`config.mk`:
```
export PLATFORM = sky130hd
export DESIGN_NAME = qalu_front
export DESIGN_NICKNAME = d
export VERILOG_FILES = /design/src/design/qalu_pkg.sv /design/src/design/qalu_front.sv
export VERILOG_INCLUDE_DIRS = /design/src /design/src/design
export SDC_FILE = /design/constraint.sdc
export NUM_CORES = 1
export LEC_CHECK = 0
export BUFFER_PORTS_ARGS = -buffer_cell sky130_fd_sc_hd__buf_2
export CAP_MARGIN = 20
export CORE_MARGIN = 10
export CORE_UTILIZATION = 40
export CTS_CLUSTER_DIAMETER = 40
export DETAILED_ROUTE_END_ITERATION = 6
export RECOVER_POWER = 50
export SLEW_MARGIN = 15
export SYNTH_ARGS = -nofsm -noshare
export SYNTH_HDL_FRONTEND = slang
export SYNTH_SLANG_ARGS = --single-unit
```
`constraint.sdc`:
```
create_clock -name clk -period 11.9 [get_ports clk]
set_input_delay 0.595 -clock clk [delete_from_list [all_inputs] [get_ports clk]]
set_output_delay 0.595 -clock clk [all_outputs]
set_load 0.03 [all_outputs]
```
`src/design/assert_macros.svh`:
```
// assertion macros shared by the quaternion alu modules
`ifndef ASSERT_MACROS_SVH
`define ASSERT_MACROS_SVH

// property must hold at every clock edge outside reset
`define QA_ASSERT(lbl, clk, rst, prop, msg) \
  lbl: assert property (@(posedge clk) disable iff (rst) prop) else $error(msg);

// expression must never be true outside reset
`define QA_NEVER(lbl, clk, rst, expr, msg) \
  lbl: assert property (@(posedge clk) disable iff (rst) !(expr)) else $error(msg);

`endif

```
`src/design/qalu_pkg.sv`:
```
// shared mode codes and front-to-back status type for the quaternion alu
package qalu_pkg;

  localparam logic [3:0] MODE_ADD   = 4'd0;
  localparam logic [3:0] MODE_SUB   = 4'd1;
  localparam logic [3:0] MODE_MUL   = 4'd2;
  localparam logic [3:0] MODE_DIV   = 4'd3;
  localparam logic [3:0] MODE_INV   = 4'd4;
  localparam logic [3:0] MODE_CONJ  = 4'd5;
  localparam logic [3:0] MODE_NEG   = 4'd6;
  localparam logic [3:0] MODE_SCALE = 4'd7;
  localparam logic [3:0] MODE_DOT   = 4'd8;
  localparam logic [3:0] MODE_NORM  = 4'd9;

  typedef struct packed {
    logic valid;
    logic iter;
  } qalu_head_t;

endpackage

```
`src/design/qalu_front.sv`:
```
// request queue of two entries with classification of iterative modes
module qalu_front
  import qalu_pkg::*;
#(
  parameter int W = 32
) (
  input  logic                clk,
  input  logic                rst,
  input  logic                start,
  output logic                busy,
  input  logic [3:0]          mode,
  input  logic signed [W-1:0] a_in [4],
  input  logic signed [W-1:0] b_in [4],
  input  logic                pop,
  output qalu_head_t          head,
  output logic [3:0]          head_mode,
  output logic signed [W-1:0] head_a [4],
  output logic signed [W-1:0] head_b [4]
);
  `include "assert_macros.svh"

  logic [3:0]          ent_mode [2];
  logic signed [W-1:0] ent_a [2][4];
  logic signed [W-1:0] ent_b [2][4];
  logic                wr_ptr;
  logic                rd_ptr;
  logic [1:0]          count;
  logic                push;

  assign busy = (count == 2'd2);
  assign push = start && !busy;

  always_ff @(posedge clk) begin
    if (push) begin
      ent_mode[wr_ptr] <= mode;
      ent_a[wr_ptr]    <= a_in;
      ent_b[wr_ptr]    <= b_in;
    end
  end

  always_ff @(posedge clk) begin
    if (rst) begin
      wr_ptr <= 1'b0;
      rd_ptr <= 1'b0;
      count  <= 2'd0;
    end else begin
      if (push) wr_ptr <= !wr_ptr;
      if (pop) rd_ptr <= !rd_ptr;
      count <= count + 2'(push) - 2'(pop);
    end
  end

  always_comb begin
    head_mode  = ent_mode[rd_ptr];
    head_a     = ent_a[rd_ptr];
    head_b     = ent_b[rd_ptr];
    head.valid = (count != 2'd0);
    head.iter  = head_mode inside {MODE_INV, MODE_DIV};
  end

  `QA_ASSERT(a_count_bound, clk, rst, count <= 2'd2 && !(pop && count == 2'd0), "queue count out of range")

endmodule

```
==> results.py, run 1 <==
metrics = {
    "setup_path": {
        "crit_fanout": 70,
        "worstSetupPathType": "flop to flop",
        "worst-endpoint-required_ns": 12.09,
        "startpoint_type": "flop",
        "worstSetupEndpointType": "flop",
        "worstPathArrival_ns": 5.26,
    },
    "detailed_routing": {
        "route.detailed.drc": 0,
        "drt-initial-drc-count": 556,
        "routedWlPerCell_um": 22.1,
        "detail_route.wirelength_um": 46200,
        "dr.pass1.iters": 4,
        "ant_nets": 0,
        "detailroute.via_count": 9859,
        "post_drt_via_cell_ratio": 4.71,
    },
    "job": {
        "maxCapViolations": 1,
    },
    "placement": {
        "place_hpwl_um": 32000,
        "portBuffers": 526,
        "place_congestion": 0.753,
    },
    "floorplanning": {
        "ioPinCount": 527,
        "horizontal_die_dimension_um": 239,
        "die_y_extent_um": 239,
        "initial_core_util_pct": 40.2,
        "design.die.area_um2": 57000,
        "core_area_um2": 47500,
        "num_rows": 80,
    },
    "yosys": {
        "ys_ff_latch": 525,
        "synth_top_family_by_area": "multiplexers",
        "synth-seq-area-share_pct": 82.1,
        "synth_xor_xnor_area_share_pct": 0.0916,
        "area_fraction_in_compound_gates_after_synthesis_pct": 0.118,
        "synth_area_per_cell_um2": 22.8,
        "synth.net_count": 1105,
        "mappedNetlistArea_um2": 19100,
        "yosys.cell_types.count": 24,
        "postSynthCellCount": 839,
        "synth.mux.area_fraction_pct": 15.4,
        "yosys_warnings": 0,
        "synth_adder_area_share_pct": 0.131,
        "synth-simple-area-share_pct": 0.392,
    },
    "final_layout": {
        "layout_commonest_cell": "sky130_fd_sc_hd__edfxtp_1",
        "layout.cells.most_common_list": "sky130_fd_sc_hd__edfxtp_1, sky130_fd_sc_hd__buf_2, sky130_fd_sc_hd__mux2_2",
        "area_growth_pct": 28.1,
        "layout.nets": 1682,
        "drive_gt1_share_pct": 54.2,
        "n_fill_cell": 3946,
    },
    "timing": {
        "layout_min_cycle_time_ns": 5.07,
        "max_slew_margin_pct": -107,
        "tightestPinTransition_ns": 3.11,
        "finalSetupViolCount": 0,
        "grt_setup_unrepaired": "no",
        "setup-tns-final_ns": 0,
        "slew_violations": 65,
        "finalHoldViolCount": 0,
        "fmaxAchievable_ghz": 0.197,
        "worst_slack_on_hold_paths_ns": 0.195,
        "post-route-period-util_pct": 42.6,
        "timing.clock.skew_ns": 0.0147,
    },
    "pwr": {
        "p_per_area_nw_per_um2": 209,
        "irDropWorstVdd_uv": 132,
        "switching_share_pct": 26.2,
        "cell_internal_pwr_uw": 3780,
        "p_clk_share_pct": 40.3,
        "p_comb_share_pct": 15.2,
        "power_switching_uw": 1350,
        "p_leak_uw": 0.00886,
        "sequential_fraction_of_design_power_pct": 44.5,
    },
    "clocking": {
        "worst_setup_hold_path_clk_slew_ns": 0.05,
        "cts_max_level": 3,
        "clock_tree.buffer_depth": 3,
        "cts_buffers": 70,
        "postCtsResizedCells": 0,
        "postCtsHoldBufs": 0,
        "ctsRootBufferMaster": "sky130_fd_sc_hd__clkbuf_16",
        "clk-insertion-delay-late_ns": 0.57,
        "post-cts-setup-buffer-count": 0,
        "total_clock_sinks": 525,
        "cts_tree": "done",
    },
    "status": {
        "failed_checks": "max-capacitance violations, max-slew violations",
        "result_of_the_run": "complete, but fails checks",
    },
    "grt": {
        "grt_overflow_total": 0,
        "first_global_vias": 10658,
        "grt_antenna_before_repair": 9,
        "global_route_wire_length_before_repair_um": 66800,
        "grt_max_degree": 120,
        "grt_total_usage_pct": 15.7,
    },
    "worst_hold_path": {
        "min_path_type": "primary input to flop",
    },
}
cell usage after synthesis:
cell | instances | share of area [%]
sky130_fd_sc_hd__buf_8 | 1 | 0.078
sky130_fd_sc_hd__mux2_2 | 259 | 15
sky130_fd_sc_hd__nand2_1 | 2 | 0.039
sky130_fd_sc_hd__nor2b_1 | 1 | 0.033
sky130_fd_sc_hd__o31ai_2 | 1 | 0.065
sky130_fd_sc_hd__nor3_1 | 1 | 0.026
sky130_fd_sc_hd__xnor2_1 | 1 | 0.046
sky130_fd_sc_hd__dfxtp_1 | 5 | 0.52
sky130_fd_sc_hd__nand4b_1 | 1 | 0.046
sky130_fd_sc_hd__or2_2 | 1 | 0.033
sky130_fd_sc_hd__xor2_1 | 1 | 0.046
sky130_fd_sc_hd__o21ai_0 | 1 | 0.026
sky130_fd_sc_hd__or3_2 | 1 | 0.039
sky130_fd_sc_hd__and2_1 | 1 | 0.033
sky130_fd_sc_hd__nor2_1 | 3 | 0.059
sky130_fd_sc_hd__buf_2 | 2 | 0.052
sky130_fd_sc_hd__a21oi_1 | 1 | 0.026
sky130_fd_sc_hd__and3_2 | 1 | 0.039
sky130_fd_sc_hd__buf_6 | 26 | 1.5
sky130_fd_sc_hd__edfxtp_1 | 520 | 82
sky130_fd_sc_hd__inv_1 | 5 | 0.098
sky130_fd_sc_hd__ha_1 | 2 | 0.13
sky130_fd_sc_hd__nand2b_2 | 1 | 0.046
sky130_fd_sc_hd__mux2i_4 | 1 | 0.12
registers in the layout, summed over array words and instances (netlist names), named ones only:
register / cells
ent_a: 256
ent_mode: 8
wr_ptr: 1
ent_b: 256
rd_ptr: 1
count: 2
metrics by stage:
stage | cell area (µm²) | power [µW] | setup WS, ns | cells | util [%]
floorplan | 19100 | 2890 | 5.18 | 839 | -
global placement | 22300 | 3110 | 8.14 | 1959 | 46.9
detailed placement | 22300 | 3120 | 8.15 | 1959 | 46.9
CTS | 24600 | 5210 | 7.82 | 2085 | 51.8
global route | 24500 | 5330 | 6.36 | 2088 | 51.5
finish | 24500 | 5130 | 6.83 | 2093 | 51.6
power by group through the flow:
| stage | sequential [µW] | combinational (µW) | clock (µW) |
|---|---|---|---|
| global route | 2300 | 826 | 2200 |
| global placement | 2310 | 797 | 0 |
| finish | 2290 | 780 | 2070 |
| floorplan | 2340 | 550 | 0 |
| CTS | 2290 | 801 | 2120 |
| detailed placement | 2320 | 797 | 0 |
worst paths after layout:
path | startpoint | end | cells after the start | slack (ns)
max | count[0] | ent_a[1][115] | 4 | 6.83
min | a_in[32] | ent_a[0][32] | 1 | 0.20
max reg2reg | count[0] | ent_a[1][115] | 4 | 6.83
min reg2reg | wr_ptr | wr_ptr | 2 | 0.52
logic make-up (layout without fill, tap and decap cells):
| family | Yosys count | after routing |
|---|---|---|
| flip-flops | 525 | 525 |
| multiplexers | 260 | 260 |
| buffers and inverters | 34 | 665 |
| AND/OR/NAND/NOR | 13 | 13 |
| AO/OA/AOI/OAI | 3 | 3 |
| adder cells (fa/ha/maj) | 2 | 2 |
| XOR/XNOR | 2 | 2 |
| other | 0 | 8 |
worst max-delay path, cell delays in order (launching register included):
cell and delay (ns):
sky130_fd_sc_hd__dfxtp_1 0.34, sky130_fd_sc_hd__nand2b_2 0.14, sky130_fd_sc_hd__and3_1 2.27, sky130_fd_sc_hd__buf_4 0.93
sky130_fd_sc_hd__buf_4 0.87
layer usage:
metal  vias up  track usage, %  part of all wire, %
met2       346            27.6                   53
li1       4545               -                    -
met1      4896            16.7                   36
met3        64            6.80                  9.6
met5         -               0                 0.12
met4         8            4.82                  1.8
cell type report:
type | instances | area (µm²) | area share [%]
flip-flops and latches | 525 | 15700 | 64.1
multi-input cells | 280 | 3080 | 12.6
repair buffers | 534 | 2550 | 10.4
clock buffers | 82 | 1860 | 7.58
well taps | 615 | 769 | 3.14
clock inverters | 44 | 493 | 2.01
inverters | 5 | 26.3 | 0.107
diodes | 8 | 20.0 | 0.0817
No activity file was read; power rests on OpenSTA's default activity.
==> inputs of run 2 (changes only) <==
--- a/config.mk
+++ b/config.mk
@@ -12,6 +12,7 @@
 export CORE_UTILIZATION = 40
 export CTS_CLUSTER_DIAMETER = 40
 export DETAILED_ROUTE_END_ITERATION = 6
+export PLACE_DENSITY = 0.66
 export RECOVER_POWER = 50
 export SLEW_MARGIN = 15
 export SYNTH_ARGS = -nofsm -noshare
==> constraint.sdc (replaced) <==
create_clock -name clk -period 4.12 [get_ports clk]
set_input_delay 0.206 -clock clk [delete_from_list [all_inputs] [get_ports clk]]
set_output_delay 0.206 -clock clk [all_outputs]
set_load 0.03 [all_outputs]
==> run 2 against run 1 <==
Clock power increased to 2.7 times the previous value. Via count increased by 12%. Utilization grew 5.4 points. The flow still finishes with violations (max-capacitance violations, max-slew violations). Critical endpoint is now ent_b[1][105]. Power increased to 2.9 times the previous value.
==> results.py, run 2 (synthesis gave the netlist of run 1 again) <==
metrics = {
    "status": {
        "result_of_the_run": "complete, but fails checks",
        "failed_checks": "max-capacitance violations, max-slew violations",
    },
    "setup_path": {
        "path_cells": "nand2b_1 > and3_1 > buf_4",
        "critPathCapture": "ent_b[1][105]",
        "setup.reg_to_reg.worst_slack_ns": 0.97,
        "crit_slowest_cell": "sky130_fd_sc_hd__and3_1",
        "regToRegEndpoint": "ent_b[1][105]",
        "worst-endpoint-required_ns": 4.34,
        "worstReg2RegStart": "count[0]",
        "worstPathArrival_ns": 3.37,
        "worstSetupPathType": "flop to flop",
        "startpoint_type": "flop",
        "crit_fanout": 40,
        "worstSetupEndpointType": "flop",
        "timing.reg2reg.worst_path_depth": 3,
        "worst_path_dominant_cell_family": "simple AND/OR/NAND/NOR gates",
        "critical-path-max-stage-delay_ns": 1.52,
        "crit_path_start": "count[0]",
        "timing.critical_path.depth": 3,
        "path_buf_inv": 1,
    },
    "clocking": {
        "cts_tree": "done",
        "worst_setup_hold_path_clk_slew_ns": 0.06,
        "clock_tree.buffer_depth": 3,
        "cts_buffers": 68,
        "clk-insertion-delay-late_ns": 0.58,
        "post-cts-setup-buffer-count": 0,
        "ctsRootBufferMaster": "sky130_fd_sc_hd__clkbuf_16",
        "total_clock_sinks": 525,
        "cts_max_level": 3,
    },
    "floorplanning": {
        "horizontal_die_dimension_um": 239,
        "initial_core_util_pct": 40.2,
        "die_y_extent_um": 239,
        "core_area_um2": 47500,
        "num_rows": 80,
        "design.die.area_um2": 57000,
        "ioPinCount": 527,
    },
    "worst_hold_path": {
        "min_path_type": "primary input to flop",
        "worst_hold_launch": "start",
    },
    "detailed_routing": {
        "ant_nets": 0,
        "dr.pass1.iters": 4,
        "detailroute.via_count": 10996,
        "drt-initial-drc-count": 522,
        "detail_route.wirelength_um": 49200,
        "route.detailed.drc": 0,
        "post_drt_via_cell_ratio": 4.66,
        "routedWlPerCell_um": 20.8,
    },
    "placement": {
        "placed_cell_area_um2": 22500,
        "portBuffers": 526,
        "place_congestion": 0.777,
        "place_hpwl_um": 31700,
    },
    "final_layout": {
        "layout_commonest_cell": "sky130_fd_sc_hd__edfxtp_1",
        "drive_gt1_share_pct": 42.4,
        "area_growth_pct": 41.6,
        "layout.cells.most_common_list": "sky130_fd_sc_hd__edfxtp_1, sky130_fd_sc_hd__buf_2, sky130_fd_sc_hd__dlygate4sd3_1",
        "reg_top3": "ent_a x256, ent_b x256, ent_mode x8",
        "final_instance_area_um2": 27100,
        "layout.nets": 1953,
    },
    "pwr": {
        "cell_internal_pwr_uw": 10800,
        "p_comb_share_pct": 17.1,
        "irDropWorstVdd_uv": 501,
        "design_power_total_uw": 14800,
        "power_switching_uw": 3990,
        "p_leak_uw": 0.00982,
        "p_per_area_nw_per_um2": 546,
        "switching_share_pct": 26.9,
        "p_clk_share_pct": 38.3,
        "sequential_fraction_of_design_power_pct": 44.6,
    },
    "timing": {
        "timing.clock.skew_ns": 0.0166,
        "grt_setup_unrepaired": "no",
        "max_slew_margin_pct": -32.4,
        "layout_min_cycle_time_ns": 3.15,
        "fmaxAchievable_ghz": 0.318,
        "setup-tns-final_ns": 0,
        "finalHoldViolCount": 0,
        "slew_violations": 39,
        "post-route-period-util_pct": 76.4,
        "finalSetupViolCount": 0,
        "tightestPinTransition_ns": 1.99,
    },
    "grt": {
        "grt_max_degree": 87,
        "grt_antenna_before_repair": 5,
        "global_route_wire_length_before_repair_um": 73100,
        "grt_overflow_total": 0,
        "grt_total_usage_pct": 16.8,
        "first_global_vias": 12332,
    },
    "job": {
        "maxCapViolations": 1,
    },
}
-- run 2: cell types whose count changed in the layout (fill, tap and decap cells not counted), sizes merged --
cell,delta
buf,-64
bufinv,-4
clkbuf,+72
clkinv,+6
clkinvlp,-6
diode,-4
dlygate4sd3,+263
inv,+3
-- run 2: how the worst min path moves through the flow --
stage              endpoint  slack [ns]  cells after the start
2_1_floorplan        wr_ptr        0.28                      1
3_3_place_gp   ent_a[0][66]        0.39                      1
3_5_place_dp   ent_b[0][47]        0.40                      1
4_1_cts              wr_ptr       0.005                      4
5_1_grt              wr_ptr        0.03                      4
6_report             wr_ptr        0.04                      4
-- run 2: routing by layer --
layer,GRT usage [%],up-vias,wire length (µm)
met4,6.83,2,1230
met3,4.96,80,3640
met5,0,-,7
met2,30.7,389,26900
li1,-,5083,-
met1,17.8,5442,17400
-- run 2: cell type report --
class                      count  area [µm²]
antenna                        4        10.0
clock buffer                  80        1810
tap                          615         769
timing repair buffer         807        5270
sequential                   525       15700
inverter                       5        26.3
clock inverter                43         404
fill                        3550       20500
multi-input combinational    280        3080
-- run 2: power by group through the flow --
stage                     Clock, µW  Sequential (µW)  Combinational (µW)
final                          5670             6600                2530
after global routing           6030             6640                2670
after floorplan                   0             6730                1600
after detailed placement          0             6710                2360
after global placement            0             6680                2350
after CTS                      5800             6600                2580
-- run 2: metrics by stage --
stage | worst slack, ns | hold WS, ns | utilization (%) | cells
after detailed placement | 1.65 | 0.397 | 47.3 | 1969
final | 0.972 | 0.0368 | 57.0 | 2359
after CTS | 1.13 | 0.00514 | 57.5 | 2355
after global placement | 1.68 | 0.394 | 47.3 | 1969
after floorplan | -0.901 | 0.275 | - | 839
after global routing | 0.671 | 0.0342 | 57.0 | 2359
-- run 2: repair_timing --
| action | 4_1_cts | 5_1_grt |
|---|---|---|
| hold buffers | 263 | 0 |
| endpoints found under the hold margin | 525 | 0 |
| gates resized for setup | 0 | 0 |
-- run 2: worst reg2reg max path, stage by stage, from the launching register on --
cell,delay [ns]
sky130_fd_sc_hd__dfxtp_1,0.34
sky130_fd_sc_hd__nand2b_1,0.19
sky130_fd_sc_hd__and3_1,1.52
sky130_fd_sc_hd__buf_4,0.69
==> inputs of run 3 (changes only) <==
--- a/config.mk
+++ b/config.mk
@@ -12,7 +12,6 @@
 export CORE_UTILIZATION = 40
 export CTS_CLUSTER_DIAMETER = 40
 export DETAILED_ROUTE_END_ITERATION = 6
-export PLACE_DENSITY = 0.66
 export RECOVER_POWER = 50
 export SLEW_MARGIN = 15
 export SYNTH_ARGS = -nofsm -noshare
==> constraint.sdc (replaced) <==
create_clock -name clk -period 3.2 [get_ports clk]
set_input_delay 0.16 -clock clk [delete_from_list [all_inputs] [get_ports clk]]
set_output_delay 0.16 -clock clk [all_outputs]
set_load 0.03 [all_outputs]
==> run 3 against run 2 <==
The flow now finishes without violations. Critical path depth increased by 1. Sequential power increased by 28%. Utilization increased by 0.58 points. Global-route usage grew 0.26 points. Wire length is 1.0% higher. Largest cell class unchanged. Register-to-register slack worse by 0.50 ns. Via count up 0.74%. Highest routed layer is now met4.
==> results.py, run 3 (synthesis gave the netlist of run 1 again) <==
metrics = {
    "setup_path": {
        "worstSetupEndpointType": "flop",
        "startpoint_type": "flop",
        "worstReg2RegStart": "count[0]",
        "worst-endpoint-required_ns": 3.43,
        "worstSetupPathType": "flop to flop",
        "worstPathArrival_ns": 2.96,
        "crit_fanout": 33,
        "crit_path_start": "count[0]",
    },
    "clocking": {
        "ctsRootBufferMaster": "sky130_fd_sc_hd__clkbuf_16",
        "post-cts-setup-buffer-count": 0,
        "total_clock_sinks": 525,
        "clock_tree.buffer_depth": 3,
        "cts_max_level": 3,
        "cts_tree": "done",
        "cts_buffers": 72,
        "clk-insertion-delay-late_ns": 0.60,
        "worst_setup_hold_path_clk_slew_ns": 0.05,
    },
    "pwr": {
        "p_comb_share_pct": 16.7,
        "p_clk_share_pct": 40.1,
        "p_leak_uw": 0.00991,
        "cell_internal_pwr_uw": 14300,
        "p_per_area_nw_per_um2": 717,
        "irDropWorstVdd_uv": 568,
        "power_switching_uw": 5310,
        "switching_share_pct": 27.0,
        "sequential_fraction_of_design_power_pct": 43.2,
    },
    "grt": {
        "grt_max_degree": 84,
        "grt_overflow_total": 0,
        "global_route_wire_length_before_repair_um": 74300,
        "first_global_vias": 12402,
        "grt_antenna_before_repair": 4,
        "grt_total_usage_pct": 17.1,
    },
    "floorplanning": {
        "design.die.area_um2": 57000,
        "die_y_extent_um": 239,
        "num_rows": 80,
        "initial_core_util_pct": 40.2,
        "core_area_um2": 47500,
        "horizontal_die_dimension_um": 239,
        "ioPinCount": 527,
    },
    "timing": {
        "finalHoldViolCount": 0,
        "setup-tns-final_ns": 0,
        "layout_min_cycle_time_ns": 2.73,
        "timing.clock.skew_ns": 0.0179,
        "worst_slack_on_hold_paths_ns": 0.298,
        "slew_violations": 0,
        "post-route-period-util_pct": 85.4,
        "finalSetupViolCount": 0,
        "tightestPinTransition_ns": 1.21,
        "max_slew_margin_pct": 19.2,
        "grt_setup_unrepaired": "no",
        "fmaxAchievable_ghz": 0.366,
    },
    "placement": {
        "place_congestion": 0.787,
        "placed_cell_area_um2": 22600,
        "portBuffers": 526,
        "place_hpwl_um": 33500,
    },
    "final_layout": {
        "final_core_utilization_pct": 57.6,
        "layout.cells.most_common_list": "sky130_fd_sc_hd__edfxtp_1, sky130_fd_sc_hd__buf_2, sky130_fd_sc_hd__dlygate4sd3_1",
        "layout.nets": 1966,
        "layout_commonest_cell": "sky130_fd_sc_hd__edfxtp_1",
        "drive_gt1_share_pct": 42.2,
        "area_growth_pct": 43.0,
        "final_instance_area_um2": 27400,
        "reg_top3": "ent_a x256, ent_b x256, ent_mode x8",
    },
    "detailed_routing": {
        "route.detailed.drc": 0,
        "detail_route.wirelength_um": 49700,
        "drt-initial-drc-count": 581,
        "detailroute.via_count": 11077,
        "post_drt_via_cell_ratio": 4.66,
        "ant_nets": 0,
        "dr.pass1.iters": 4,
        "routedWlPerCell_um": 20.9,
    },
    "job": {
        "maxCapViolations": 0,
    },
    "status": {
        "result_of_the_run": "finished clean",
    },
    "worst_hold_path": {
        "worst_hold_launch": "b_in[68]",
        "min_path_type": "primary input to flop",
    },
}
[run 3: repair_timing]
| item | CTS | global route |
|---|---|---|
| hold endpoints to repair | 525 | 0 |
| hold buffers | 264 | 0 |
| resized for setup | 0 | 0 |
[run 3: path summary, 6_finish.rpt]
kind                                     end  slack, ns  cells after the start
worst max-delay path            ent_a[1][10]       0.47                      4
worst min-delay path            ent_b[1][68]       0.30                      2
worst max register to register  ent_a[1][10]       0.47                      4
worst min register to register        wr_ptr       0.49                      2
[run 3: worst max-delay path: stages, from the launching register on]
cell and delay [ns]:
sky130_fd_sc_hd__dfxtp_1 0.34, sky130_fd_sc_hd__nand2b_1 0.21, sky130_fd_sc_hd__and3_4 0.53, sky130_fd_sc_hd__clkbuf_2 0.84
sky130_fd_sc_hd__clkbuf_1 0.44
[run 3: layer usage]
metal  up-vias  wire length, µm  track usage [%]  share of wire, %
li1       5105                -                -                 -
met1      5516            18100             18.5                36
met2       374            26600             30.4                53
met3        82             3460             4.92               7.0
met4         0             1540             7.79               3.1
met5         -                0                0                 0
[run 3: metrics by stage]
stage	total power, µW	cells	setup WS, ns
after floorplan	10700	839	-1.82
after global placement	11700	1977	1.06
after detailed placement	11700	1977	1.03
after CTS	19900	2373	0.508
after global routing	20300	2377	0.256
final	19600	2377	0.468
[run 3: power by group through the flow]
stage                     Sequential (µW)  Combinational [µW]  Clock [µW]
final                                8480                3280        7860
after global routing                 8540                3460        8330
after CTS                            8480                3370        8040
after detailed placement             8620                3080           0
after global placement               8580                3070           0
after floorplan                      8660                2050           0
[run 3: area by class of cell]
class                           instances  area (µm²)
Antenna cell                            4        10.0
Clock buffer                           79        1850
Clock inverter                         53         567
Fill cell                            3673       20200
Inverter                                5        23.8
Multi-Input combinational cell        280        3080
Sequential cell                       525       15700
Tap cell                              615         769
Timing Repair Buffer                  816        5350
